### config.mk
export PLATFORM = sky130hd
export DESIGN_NAME = lfu_cache_replacement
export DESIGN_NICKNAME = d
export VERILOG_FILES = /design/src/design/lfu_pkg.sv /design/src/design/lfu_store.sv /design/src/design/lfu_unit.sv /design/src/design/lfu_ctrl.sv /design/src/design/lfu_cache_replacement.sv
export SDC_FILE = /design/constraint.sdc
export NUM_CORES = 2
export LEC_CHECK = 0
export ABC_CLOCK_PERIOD_IN_PS = 9300
export BUFFER_PORTS_ARGS = -buffer_cell sky130_fd_sc_hd__buf_2
export CAP_MARGIN = 5
export CORE_AREA = 2 2 436 438
export CTS_CLUSTER_SIZE = 25
export DETAILED_ROUTE_END_ITERATION = 16
export DIE_AREA = 0 0 438 440
export REMOVE_ABC_BUFFERS = 1
export SYNTH_ARGS = -nofsm -noshare
export SYNTH_HDL_FRONTEND = slang
export SYNTH_HIERARCHICAL = 1
export SYNTH_SLANG_ARGS = --single-unit
### constraint.sdc
create_clock -name clock -period 9.3 [get_ports clock]
set_input_delay 1.86 -clock clock [delete_from_list [all_inputs] [get_ports clock]]
set_output_delay 1.86 -clock clock [all_outputs]
set_load 0.05 [all_outputs]
### src/design/lfu_pkg.sv
// Shared types, constants and codes of the LFU cache.
package lfu_pkg;

   localparam int ENTRIES_DEFAULT = 16;
   localparam int CAP_W           = 5;
   localparam int KEY_W           = 32;
   localparam int DATA_W          = 32;
   localparam int COUNT_W         = 32;

   localparam logic [CAP_W-1:0]   CAP_RESET = 5'd16;
   localparam logic [COUNT_W-1:0] COUNT_MAX = '1;

   localparam logic CMD_GET = 1'b0;
   localparam logic CMD_PUT = 1'b1;

   typedef struct packed {
      logic                     command;
      logic signed [KEY_W-1:0]  key;
      logic signed [DATA_W-1:0] value;
   } req_type;

   typedef struct packed {
      logic                     hit;
      logic signed [DATA_W-1:0] read_value;
      logic                     evicted;
   } rsp_type;

   typedef enum logic [2:0] {
      ST_IDLE,
      ST_SCAN,
      ST_DECIDE,
      ST_UPDATE,
      ST_FINISH
   } state_type;

   // What the update sweep does to each entry
   typedef struct packed {
      logic touch;
      logic evict;
      logic insert;
      logic put;
   } act_type;

endpackage

### src/design/lfu_store.sv
// Entry memory: key, data, use count and recency rank, one read and one write port.
module lfu_store #(
   parameter int ENTRIES = lfu_pkg::ENTRIES_DEFAULT,
   parameter int IDX_W   = 4
) (
   input  logic                             clock,
   input  logic [IDX_W-1:0]                 rd_addr,
   input  logic                             wr_en,
   input  logic [IDX_W-1:0]                 wr_addr,
   input  logic signed [lfu_pkg::KEY_W-1:0] wr_key,
   input  logic signed [lfu_pkg::DATA_W-1:0] wr_data,
   input  logic [lfu_pkg::COUNT_W-1:0]      wr_count,
   input  logic [IDX_W-1:0]                 wr_rank,
   output logic signed [lfu_pkg::KEY_W-1:0] rd_key,
   output logic signed [lfu_pkg::DATA_W-1:0] rd_data,
   output logic [lfu_pkg::COUNT_W-1:0]      rd_count,
   output logic [IDX_W-1:0]                 rd_rank
);

   logic signed [lfu_pkg::KEY_W-1:0]  key_mem   [ENTRIES];
   logic signed [lfu_pkg::DATA_W-1:0] data_mem  [ENTRIES];
   logic [lfu_pkg::COUNT_W-1:0]       count_mem [ENTRIES];
   logic [IDX_W-1:0]                  rank_mem  [ENTRIES];

   always_ff @(posedge clock) begin
      if (wr_en) begin
         key_mem[wr_addr]   <= wr_key;
         data_mem[wr_addr]  <= wr_data;
         count_mem[wr_addr] <= wr_count;
         rank_mem[wr_addr]  <= wr_rank;
      end
   end

   always_ff @(posedge clock) begin
      rd_key   <= key_mem[rd_addr];
      rd_data  <= data_mem[rd_addr];
      rd_count <= count_mem[rd_addr];
      rd_rank  <= rank_mem[rd_addr];
   end

endmodule

### src/design/lfu_unit.sv
// Per-entry compare and update unit, shared by the scan and update sweeps.
module lfu_unit #(
   parameter int IDX_W = 4
) (
   input  logic                               e_valid,
   input  logic [IDX_W-1:0]                   e_idx,
   input  logic signed [lfu_pkg::KEY_W-1:0]   e_key,
   input  logic signed [lfu_pkg::DATA_W-1:0]  e_data,
   input  logic [lfu_pkg::COUNT_W-1:0]        e_count,
   input  logic [IDX_W-1:0]                   e_rank,
   input  logic signed [lfu_pkg::KEY_W-1:0]   req_key,
   input  logic signed [lfu_pkg::DATA_W-1:0]  req_value,
   input  logic                               vic_found,
   input  logic [IDX_W-1:0]                   vic_idx,
   input  logic [lfu_pkg::COUNT_W-1:0]        vic_count,
   input  logic [IDX_W-1:0]                   vic_rank,
   input  logic [IDX_W-1:0]                   match_idx,
   input  logic [IDX_W-1:0]                   match_rank,
   input  logic [IDX_W-1:0]                   ins_idx,
   input  lfu_pkg::act_type                   act,
   output logic                               is_match,
   output logic                               is_better,
   output logic                               new_valid,
   output logic signed [lfu_pkg::KEY_W-1:0]   new_key,
   output logic signed [lfu_pkg::DATA_W-1:0]  new_data,
   output logic [lfu_pkg::COUNT_W-1:0]        new_count,
   output logic [IDX_W-1:0]                   new_rank
);

   logic dec;
   logic is_victim;
   logic is_ins;

   assign is_match  = e_valid && (e_key == req_key);
   // Lower count wins; on equal counts the older entry wins
   assign is_better = e_valid && (!vic_found || (e_count < vic_count) ||
                                  ((e_count == vic_count) && (e_rank > vic_rank)));

   assign is_victim = act.evict && (e_idx == vic_idx);
   assign is_ins    = act.insert && (e_idx == ins_idx);
   assign dec       = act.evict && (e_rank > vic_rank);

   always_comb begin
      new_valid = e_valid;
      new_key   = e_key;
      new_data  = e_data;
      new_count = e_count;
      new_rank  = e_rank;
      if (act.touch) begin
         if (e_idx == match_idx) begin
            new_rank  = '0;
            new_count = (e_count == lfu_pkg::COUNT_MAX) ? e_count
                                                        : e_count + lfu_pkg::COUNT_W'(1);
            if (act.put) begin
               new_data = req_value;
            end
         end else if (e_valid && (e_rank < match_rank)) begin
            new_rank = e_rank + IDX_W'(1);
         end
      end else begin
         if (is_victim) begin
            new_valid = 1'b0;
         end else if (e_valid) begin
            new_rank = e_rank + IDX_W'(act.insert) - IDX_W'(dec);
         end
         if (is_ins) begin
            new_valid = 1'b1;
            new_key   = req_key;
            new_data  = req_value;
            new_count = lfu_pkg::COUNT_W'(1);
            new_rank  = '0;
         end
      end
   end

endmodule

### src/design/lfu_ctrl.sv
// Sequencer: scan sweep, decision, update sweep and result register.
module lfu_ctrl #(
   parameter int ENTRIES = lfu_pkg::ENTRIES_DEFAULT,
   parameter int IDX_W   = 4,
   parameter int OCC_W   = 5
) (
   input  logic                        clock,
   input  logic                        reset,
   input  logic [lfu_pkg::CAP_W-1:0]   capacity,
   input  logic                        req_valid,
   output logic                        req_stall,
   input  lfu_pkg::req_type            req_data,
   output logic                        rsp_valid,
   input  logic                        rsp_stall,
   output lfu_pkg::rsp_type            rsp_data
);

   lfu_pkg::state_type state_ff, state_in;
   logic [OCC_W-1:0]   cnt_ff, cnt_in;
   logic               pend_ff, pend_in;
   logic [IDX_W-1:0]   pidx_ff, pidx_in;
   logic [ENTRIES-1:0] valid_ff, valid_in;
   logic [OCC_W-1:0]   occ_ff, occ_in;
   logic               rsp_valid_ff, rsp_valid_in;

   lfu_pkg::req_type   req_ff, req_in;
   logic [OCC_W-1:0]   cap_ff, cap_in;
   logic               match_found_ff, match_found_in;
   logic [IDX_W-1:0]   match_idx_ff, match_idx_in;
   logic [IDX_W-1:0]   match_rank_ff, match_rank_in;
   logic signed [lfu_pkg::DATA_W-1:0] match_data_ff, match_data_in;
   logic               vic_found_ff, vic_found_in;
   logic [IDX_W-1:0]   vic_idx_ff, vic_idx_in;
   logic [lfu_pkg::COUNT_W-1:0] vic_count_ff, vic_count_in;
   logic [IDX_W-1:0]   vic_rank_ff, vic_rank_in;
   logic               free_found_ff, free_found_in;
   logic [IDX_W-1:0]   free_idx_ff, free_idx_in;
   lfu_pkg::act_type   act_ff, act_in;
   logic [IDX_W-1:0]   ins_idx_ff, ins_idx_in;
   lfu_pkg::rsp_type   res_ff, res_in;
   lfu_pkg::rsp_type   rsp_ff, rsp_in;

   logic               issuing;
   logic               e_valid;
   logic               do_put;
   logic               ev;
   logic               load;
   logic               wr_en;

   logic signed [lfu_pkg::KEY_W-1:0]  rd_key, new_key;
   logic signed [lfu_pkg::DATA_W-1:0] rd_data, new_data;
   logic [lfu_pkg::COUNT_W-1:0]       rd_count, new_count;
   logic [IDX_W-1:0]                  rd_rank, new_rank;
   logic                              is_match, is_better, new_valid;

   assign issuing = ((state_ff == lfu_pkg::ST_SCAN) || (state_ff == lfu_pkg::ST_UPDATE)) &&
                    (cnt_ff != OCC_W'(ENTRIES));
   assign e_valid = valid_ff[pidx_ff];
   assign wr_en   = pend_ff && (state_ff == lfu_pkg::ST_UPDATE);
   assign do_put  = (req_ff.command == lfu_pkg::CMD_PUT) && (cap_ff != '0);
   assign ev      = do_put && !match_found_ff && (occ_ff >= cap_ff);

   lfu_store #(
      .ENTRIES (ENTRIES),
      .IDX_W   (IDX_W)
   ) u_store (
      .clock    (clock),
      .rd_addr  (cnt_ff[IDX_W-1:0]),
      .wr_en    (wr_en),
      .wr_addr  (pidx_ff),
      .wr_key   (new_key),
      .wr_data  (new_data),
      .wr_count (new_count),
      .wr_rank  (new_rank),
      .rd_key   (rd_key),
      .rd_data  (rd_data),
      .rd_count (rd_count),
      .rd_rank  (rd_rank)
   );

   lfu_unit #(
      .IDX_W (IDX_W)
   ) u_unit (
      .e_valid    (e_valid),
      .e_idx      (pidx_ff),
      .e_key      (rd_key),
      .e_data     (rd_data),
      .e_count    (rd_count),
      .e_rank     (rd_rank),
      .req_key    (req_ff.key),
      .req_value  (req_ff.value),
      .vic_found  (vic_found_ff),
      .vic_idx    (vic_idx_ff),
      .vic_count  (vic_count_ff),
      .vic_rank   (vic_rank_ff),
      .match_idx  (match_idx_ff),
      .match_rank (match_rank_ff),
      .ins_idx    (ins_idx_ff),
      .act        (act_ff),
      .is_match   (is_match),
      .is_better  (is_better),
      .new_valid  (new_valid),
      .new_key    (new_key),
      .new_data   (new_data),
      .new_count  (new_count),
      .new_rank   (new_rank)
   );

   always_comb begin
      state_in       = state_ff;
      cnt_in         = issuing ? cnt_ff + OCC_W'(1) : cnt_ff;
      pend_in        = issuing;
      pidx_in        = cnt_ff[IDX_W-1:0];
      valid_in       = valid_ff;
      occ_in         = occ_ff;
      req_in         = req_ff;
      cap_in         = cap_ff;
      match_found_in = match_found_ff;
      match_idx_in   = match_idx_ff;
      match_rank_in  = match_rank_ff;
      match_data_in  = match_data_ff;
      vic_found_in   = vic_found_ff;
      vic_idx_in     = vic_idx_ff;
      vic_count_in   = vic_count_ff;
      vic_rank_in    = vic_rank_ff;
      free_found_in  = free_found_ff;
      free_idx_in    = free_idx_ff;
      act_in         = act_ff;
      ins_idx_in     = ins_idx_ff;
      res_in         = res_ff;
      load           = 1'b0;
      req_stall      = (state_ff != lfu_pkg::ST_IDLE);

      case (state_ff)
         lfu_pkg::ST_IDLE: begin
            if (req_valid) begin
               req_in         = req_data;
               cap_in         = (32'(capacity) > 32'(ENTRIES)) ? OCC_W'(ENTRIES)
                                                               : OCC_W'(capacity);
               match_found_in = 1'b0;
               vic_found_in   = 1'b0;
               free_found_in  = 1'b0;
               cnt_in         = '0;
               state_in       = lfu_pkg::ST_SCAN;
            end
         end
         lfu_pkg::ST_SCAN: begin
            if (pend_ff) begin
               if (is_match && !match_found_ff) begin
                  match_found_in = 1'b1;
                  match_idx_in   = pidx_ff;
                  match_rank_in  = rd_rank;
                  match_data_in  = rd_data;
               end
               if (is_better) begin
                  vic_found_in = 1'b1;
                  vic_idx_in   = pidx_ff;
                  vic_count_in = rd_count;
                  vic_rank_in  = rd_rank;
               end
               if (!e_valid && !free_found_ff) begin
                  free_found_in = 1'b1;
                  free_idx_in   = pidx_ff;
               end
            end
            if (!issuing) begin
               state_in = lfu_pkg::ST_DECIDE;
            end
         end
         lfu_pkg::ST_DECIDE: begin
            act_in.put    = do_put;
            act_in.touch  = match_found_ff &&
                            ((req_ff.command == lfu_pkg::CMD_GET) || do_put);
            act_in.evict  = ev && vic_found_ff;
            act_in.insert = do_put && !match_found_ff && (free_found_ff || act_in.evict);
            // Fill the lowest free slot; the victim's slot counts as free
            ins_idx_in = (act_in.evict && !(free_found_ff && (free_idx_ff < vic_idx_ff)))
                         ? vic_idx_ff : free_idx_ff;
            occ_in = occ_ff - OCC_W'(act_in.evict && (occ_ff != '0)) +
                     OCC_W'(act_in.insert);
            res_in.hit        = match_found_ff;
            res_in.read_value = (match_found_ff && (req_ff.command == lfu_pkg::CMD_GET))
                                ? match_data_ff : '0;
            res_in.evicted    = ev;
            cnt_in            = '0;
            state_in = (act_in.touch || act_in.evict || act_in.insert) ? lfu_pkg::ST_UPDATE
                                                                       : lfu_pkg::ST_FINISH;
         end
         lfu_pkg::ST_UPDATE: begin
            if (pend_ff) begin
               valid_in[pidx_ff] = new_valid;
            end
            if (!issuing) begin
               state_in = lfu_pkg::ST_FINISH;
            end
         end
         lfu_pkg::ST_FINISH: begin
            // Hold until the result register is free
            if (!rsp_valid_ff || !rsp_stall) begin
               load     = 1'b1;
               state_in = lfu_pkg::ST_IDLE;
            end
         end
         default: begin
            state_in = lfu_pkg::ST_IDLE;
         end
      endcase

      rsp_valid_in = load || (rsp_valid_ff && rsp_stall);
      rsp_in       = load ? res_ff : rsp_ff;
   end

   always_ff @(posedge clock) begin
      if (reset) begin
         state_ff     <= lfu_pkg::ST_IDLE;
         cnt_ff       <= '0;
         pend_ff      <= 1'b0;
         valid_ff     <= '0;
         occ_ff       <= '0;
         rsp_valid_ff <= 1'b0;
      end else begin
         state_ff     <= state_in;
         cnt_ff       <= cnt_in;
         pend_ff      <= pend_in;
         valid_ff     <= valid_in;
         occ_ff       <= occ_in;
         rsp_valid_ff <= rsp_valid_in;
      end
   end

   always_ff @(posedge clock) begin
      pidx_ff        <= pidx_in;
      req_ff         <= req_in;
      cap_ff         <= cap_in;
      match_found_ff <= match_found_in;
      match_idx_ff   <= match_idx_in;
      match_rank_ff  <= match_rank_in;
      match_data_ff  <= match_data_in;
      vic_found_ff   <= vic_found_in;
      vic_idx_ff     <= vic_idx_in;
      vic_count_ff   <= vic_count_in;
      vic_rank_ff    <= vic_rank_in;
      free_found_ff  <= free_found_in;
      free_idx_ff    <= free_idx_in;
      act_ff         <= act_in;
      ins_idx_ff     <= ins_idx_in;
      res_ff         <= res_in;
      rsp_ff         <= rsp_in;
   end

   assign rsp_valid = rsp_valid_ff;
   assign rsp_data  = rsp_ff;

endmodule

### src/design/lfu_cache_replacement.sv
// Top level of the LFU cache with least-recently-used tie break.
//
//  Channel | Direction | Handshake              | Payload
//  req_    | in        | req_valid / req_stall  | lfu_pkg::req_type (command, key, value)
//  rsp_    | out       | rsp_valid / rsp_stall  | lfu_pkg::rsp_type (hit, read_value, evicted)
//  csr_    | in        | csr_valid / csr_ready  | capacity, 5 bits
//
// A request sweeps the entry memory, with its one read and one write port, one entry
// a cycle to scan and, when it changes an entry, again to update.
// Reset is synchronous; it empties the cache and sets capacity to sixteen, with no
// clearing pass. A finished result waits in the output register while the next
// request is taken; a stalled result holds the sequencer in its last step.
module lfu_cache_replacement #(
   parameter int ENTRIES = lfu_pkg::ENTRIES_DEFAULT
) (
   input  logic                      clock,
   input  logic                      reset,
   input  logic                      req_valid,
   output logic                      req_stall,
   input  lfu_pkg::req_type          req_data,
   output logic                      rsp_valid,
   input  logic                      rsp_stall,
   output lfu_pkg::rsp_type          rsp_data,
   input  logic                      csr_valid,
   output logic                      csr_ready,
   input  logic [lfu_pkg::CAP_W-1:0] csr_data
);

   localparam int IDX_W = (ENTRIES > 1) ? $clog2(ENTRIES) : 1;
   localparam int OCC_W = $clog2(ENTRIES + 1);

   logic [lfu_pkg::CAP_W-1:0] capacity_ff, capacity_in;

   assign csr_ready   = 1'b1;
   assign capacity_in = (csr_valid && csr_ready) ? csr_data : capacity_ff;

   always_ff @(posedge clock) begin
      if (reset) begin
         capacity_ff <= lfu_pkg::CAP_RESET;
      end else begin
         capacity_ff <= capacity_in;
      end
   end

   lfu_ctrl #(
      .ENTRIES (ENTRIES),
      .IDX_W   (IDX_W),
      .OCC_W   (OCC_W)
   ) u_ctrl (
      .clock     (clock),
      .reset     (reset),
      .capacity  (capacity_ff),
      .req_valid (req_valid),
      .req_stall (req_stall),
      .req_data  (req_data),
      .rsp_valid (rsp_valid),
      .rsp_stall (rsp_stall),
      .rsp_data  (rsp_data)
   );

endmodule

==> flow_summary_export.csv <==
group,metric,value,unit
outcome,status,"finished clean",
worst_hold_path,min_from,"u_ctrl/res_ff[17]",
cts,ctsHoldBuffers,0,
placed_design,place_inst,6176,
floorplanning,rows,160,
cts,cts_tree,"yes",
timing,rsz0062_at_grt,"false",
timing,drv_slew,0,
timing,finalSetupViolCount,0,
timing,fmax,236,MHz
layout,multi_input_comb_area,0.0160,mm2
global_route,grt_pass1_vias,36200,
layout,instances_no_fill,6520,
global_route,antenna_found_initial,5,
setup_path,rrSetupSlack,5.06,ns
yosys,synth-edff-count,1833,
setup_path,start_kind,"flip-flop",
yosys,yosysSeqAreaShare,0.773,
worst_hold_path,holdPathStages,0,
placed_design,io_buffer_count,110,
timing,min_period,4.24,ns
setup_path,r2r-start,"u_ctrl/pidx_ff[1]",
floorplanning,die_x,438,um
yosys,synth_area_per_cell,20.6,um2
floorplanning,io_pins,112,
worst_hold_path,hold_path_class,"flip-flop to flip-flop",
detailed_routing,drt_iter0_markers,3667,
layout,final_common_cell,"edfxtp_1",
global_route,grt_pass1_wl,248,mm
cts,clk_transition_reported_paths,0.06,ns
cts,cts-root-buf,"clkbuf_16",
yosys,synth_top_flop_cell,"edfxtp_1",
layout,num_antenna_cells,0,
setup_path,crit_chain,"mux4_2, mux2i_1, mux2i_2, nand3b_1, a31oi_1, a41oi_1, a32oi_1",
power_and_ir_drop,finalPower,0.0186,W
setup_path,crit_fanout,24,
yosys,ys_async_sr_fraction,0,
yosys,ys.warnings.count,6,
setup_path,cp.arrival,4.68,ns
setup_path,crit_type,"flip-flop to flip-flop",
power_and_ir_drop,p_leak,26.5,nW
setup_path,crit_slowest_cell,"dfxtp_1",
global_route,grt_remaining_overflow,0,
global_route,grt_max_degree,134,
setup_path,cp.buffers_inverters,0,
detailed_routing,avgViaCountPerCell,5.50,
power_and_ir_drop,peakVddDrop,0.185,mV
placed_design,dpl.hpwl,82.6,mm
detailed_routing,ant_nets,0,
yosys,synth_cell_types,74,
detailed_routing,num_vias,35900,
timing,worst_pin_slew,1.21,ns
floorplanning,core,0.189,mm2
floorplanning,die-area,0.193,mm2
setup_path,crit_required,9.74,ns
layout,fillerInstances,15900,
power_and_ir_drop,power_frac_seq,0.542,
power_and_ir_drop,clkPwrFrac,0.395,
cts,cts_resized,0,
placed_design,place_congestion,0.789,
detailed_routing,dr.pass1.iters,5,
power_and_ir_drop,power_density,220,mW/mm2
power_and_ir_drop,swShare,0.212,
yosys,synth.ff_latch_count,1973,
yosys,synthTopCellsByArea,"edfxtp_1 74%, mux4_2 12%, dfxtp_1 3.7%, a22oi_1 2.0%, nand2_1 1.3%",
timing,max_slew_margin,0.167,
yosys,synth_top_cell_area_share,0.736,
detailed_routing,drc_errors,0,
floorplanning,start_util,0.397,
detailed_routing,wl,170,mm
setup_path,cp-end-kind,"flip-flop",
yosys,synth_area,0.0748,mm2
timing,clock_skew,0.0224,ns
power_and_ir_drop,p_int,0.0147,W
setup_path,cp_slowest_stage_delay,1.07,ns
layout,syn_to_final_growth,12.9,%
yosys,synth_area_leader_cell,"edfxtp_1",
layout,final_cell_mix,"1833 x edfxtp_1, 404 x mux4_2, 263 x nand2_1, 200 x a22oi_1, 191 x clkbuf_16",
timing,report.final.hold_viol_count,0,
floorplanning,die_y,440,um
global_route,grt_usage,0.175,
timing,holdWs,0.417,ns
job,max_cap_violations,0,
cts,cts_max_level,4,
power_and_ir_drop,p_comb_frac,0.062,
yosys,syn_inst,3638,
cts,cts_setup_buffers,0,
layout,drive_gt1_frac,0.233,
layout,final_nets,3992,
cts,clock_sink_count,1973,
setup_path,reg2reg_depth,7,
layout,ff_latch_area,0.0579,mm2
cts,clock_latency,0.81,ns
power_and_ir_drop,p_switching,0.00395,W
worst_hold_path,hold_path_end,"u_ctrl/rsp_data[17]",
setup_path,r2r-end,"u_ctrl/u_store/rank_mem[0][3]",
setup_path,cp_top_family,"compound AO/OA/AOI/OAI gates",
cts,cts_made_buffers,185,
timing,period_share,0.456,
detailed_routing,post_drt_wl_per_cell,26.1,um
cts,cts.path.max_buffers,3,
-- Yosys cell counts (30+ instances only) --
cell type / number
clkbuf_1: 65
xnor2_1: 39
mux2_2: 36
and2_1: 36
nand3_1: 30
edfxtp_1: 1833
buf_2: 45
mux4_2: 404
ha_1: 62
buf_4: 44
inv_1: 75
nand2_1: 264
nor2_1: 70
a21oi_1: 42
dfxtp_1: 140
a22oi_1: 200
-- area by class of cell --
| cell class | count | share of cell area |
|---|---|---|
| Timing Repair Buffer | 194 | 0.0152 |
| Inverter | 76 | 0.00341 |
| Sequential cell | 1973 | 0.685 |
| Clock buffer | 265 | 0.0613 |
| Multi-Input combinational cell | 1423 | 0.189 |
| Clock inverter | 78 | 0.00849 |
| Tap cell | 2511 | 0.0372 |
-- per-stage QoR --
step | area [um2] | setup TNS (ns) | worst slack [ns] | util
final | 84500 | 0 | 5.06 | 0.448
after global routing | 84500 | 0 | 4.71 | 0.448
after CTS | 84400 | 0 | 5.10 | 0.448
after detailed placement | 78500 | 0 | 5.16 | 0.417
after global placement | 78500 | 0 | 5.26 | 0.417
after floorplan | 73900 | -920.77 | -8.41 | -
-- power groups by stage --
stage / Sequential [W] / Combinational [W] / Clock, W
after floorplan: 0.0104 / 0.00115 / 0
after CTS: 0.0101 / 0.00119 / 0.00752
after detailed placement: 0.0103 / 0.00118 / 0
after global routing: 0.0101 / 0.00128 / 0.00784
final: 0.0101 / 0.00116 / 0.00736
after global placement: 0.0103 / 0.00116 / 0
-- flip-flops by register name, summed over array words and instances, names as in the netlist, 5 cells and up --
register,cells
u_ctrl/cap_ff,5
u_ctrl/vic_count_ff,32
u_ctrl/rsp_data,34
u_ctrl/cnt_ff,5
u_ctrl/match_data_ff,32
u_ctrl/res_ff,34
u_ctrl/u_store/key_mem,512
u_ctrl/u_store/rank_mem,64
u_ctrl/u_store/count_mem,512
u_ctrl/u_store/rd_key,32
u_ctrl/valid_ff,16
u_ctrl/occ_ff,5
capacity_ff,5
u_ctrl/u_store/rd_count,32
u_ctrl/req_ff,65
u_ctrl/u_store/rd_data,32
u_ctrl/u_store/data_mem,512
-- metal layers --
layer	GRT usage	routed length [um]	vias up
li1	-	-	15300
met3	0.0215	9350	205
met4	0.0445	3060	0
met1	0.247	73900	19300
met2	0.291	83900	1055
met5	0	0	-
-- logic make-up after synthesis --
family / after synthesis / synth area share
AOI/OAI and AO/OA: 337 / 0.0322
other: 1 / 0.0000501
buffers and inverters: 242 / 0.0158
adders and majority gates: 64 / 0.0109
and+or+nand+nor: 503 / 0.0312
xor gates and xnor gates: 52 / 0.00609
DFF: 1973 / 0.773
muxes: 466 / 0.131
-- worst register-to-register path, delay by kind of cell (launching register included) --
kind	cells	cell delay, ns
flip-flops	1	1.07
multiplexers	3	1.05
AND/OR/NAND/NOR	1	0.14
AO/OA/AOI/OAI	3	1.62
-- worst max-delay path by stage --
stage	slack [ns]	endpoint	cells past startpoint	from
floorplan	-8.41	u_ctrl/u_store/rd_count[0]	3	u_ctrl/cnt_ff[0]
global placement	5.26	u_ctrl/vic_found_ff	8	u_ctrl/pidx_ff[1]
CTS	5.10	u_ctrl/u_store/rank_mem[9][3]	7	u_ctrl/pidx_ff[1]
detailed placement	5.16	u_ctrl/u_store/rank_mem[13][3]	7	u_ctrl/pidx_ff[1]
global route	4.71	u_ctrl/u_store/rank_mem[7][3]	7	u_ctrl/pidx_ff[1]
finish	5.06	u_ctrl/u_store/rank_mem[0][3]	7	u_ctrl/pidx_ff[1]
No activity file was read; power rests on OpenSTA's default activity.
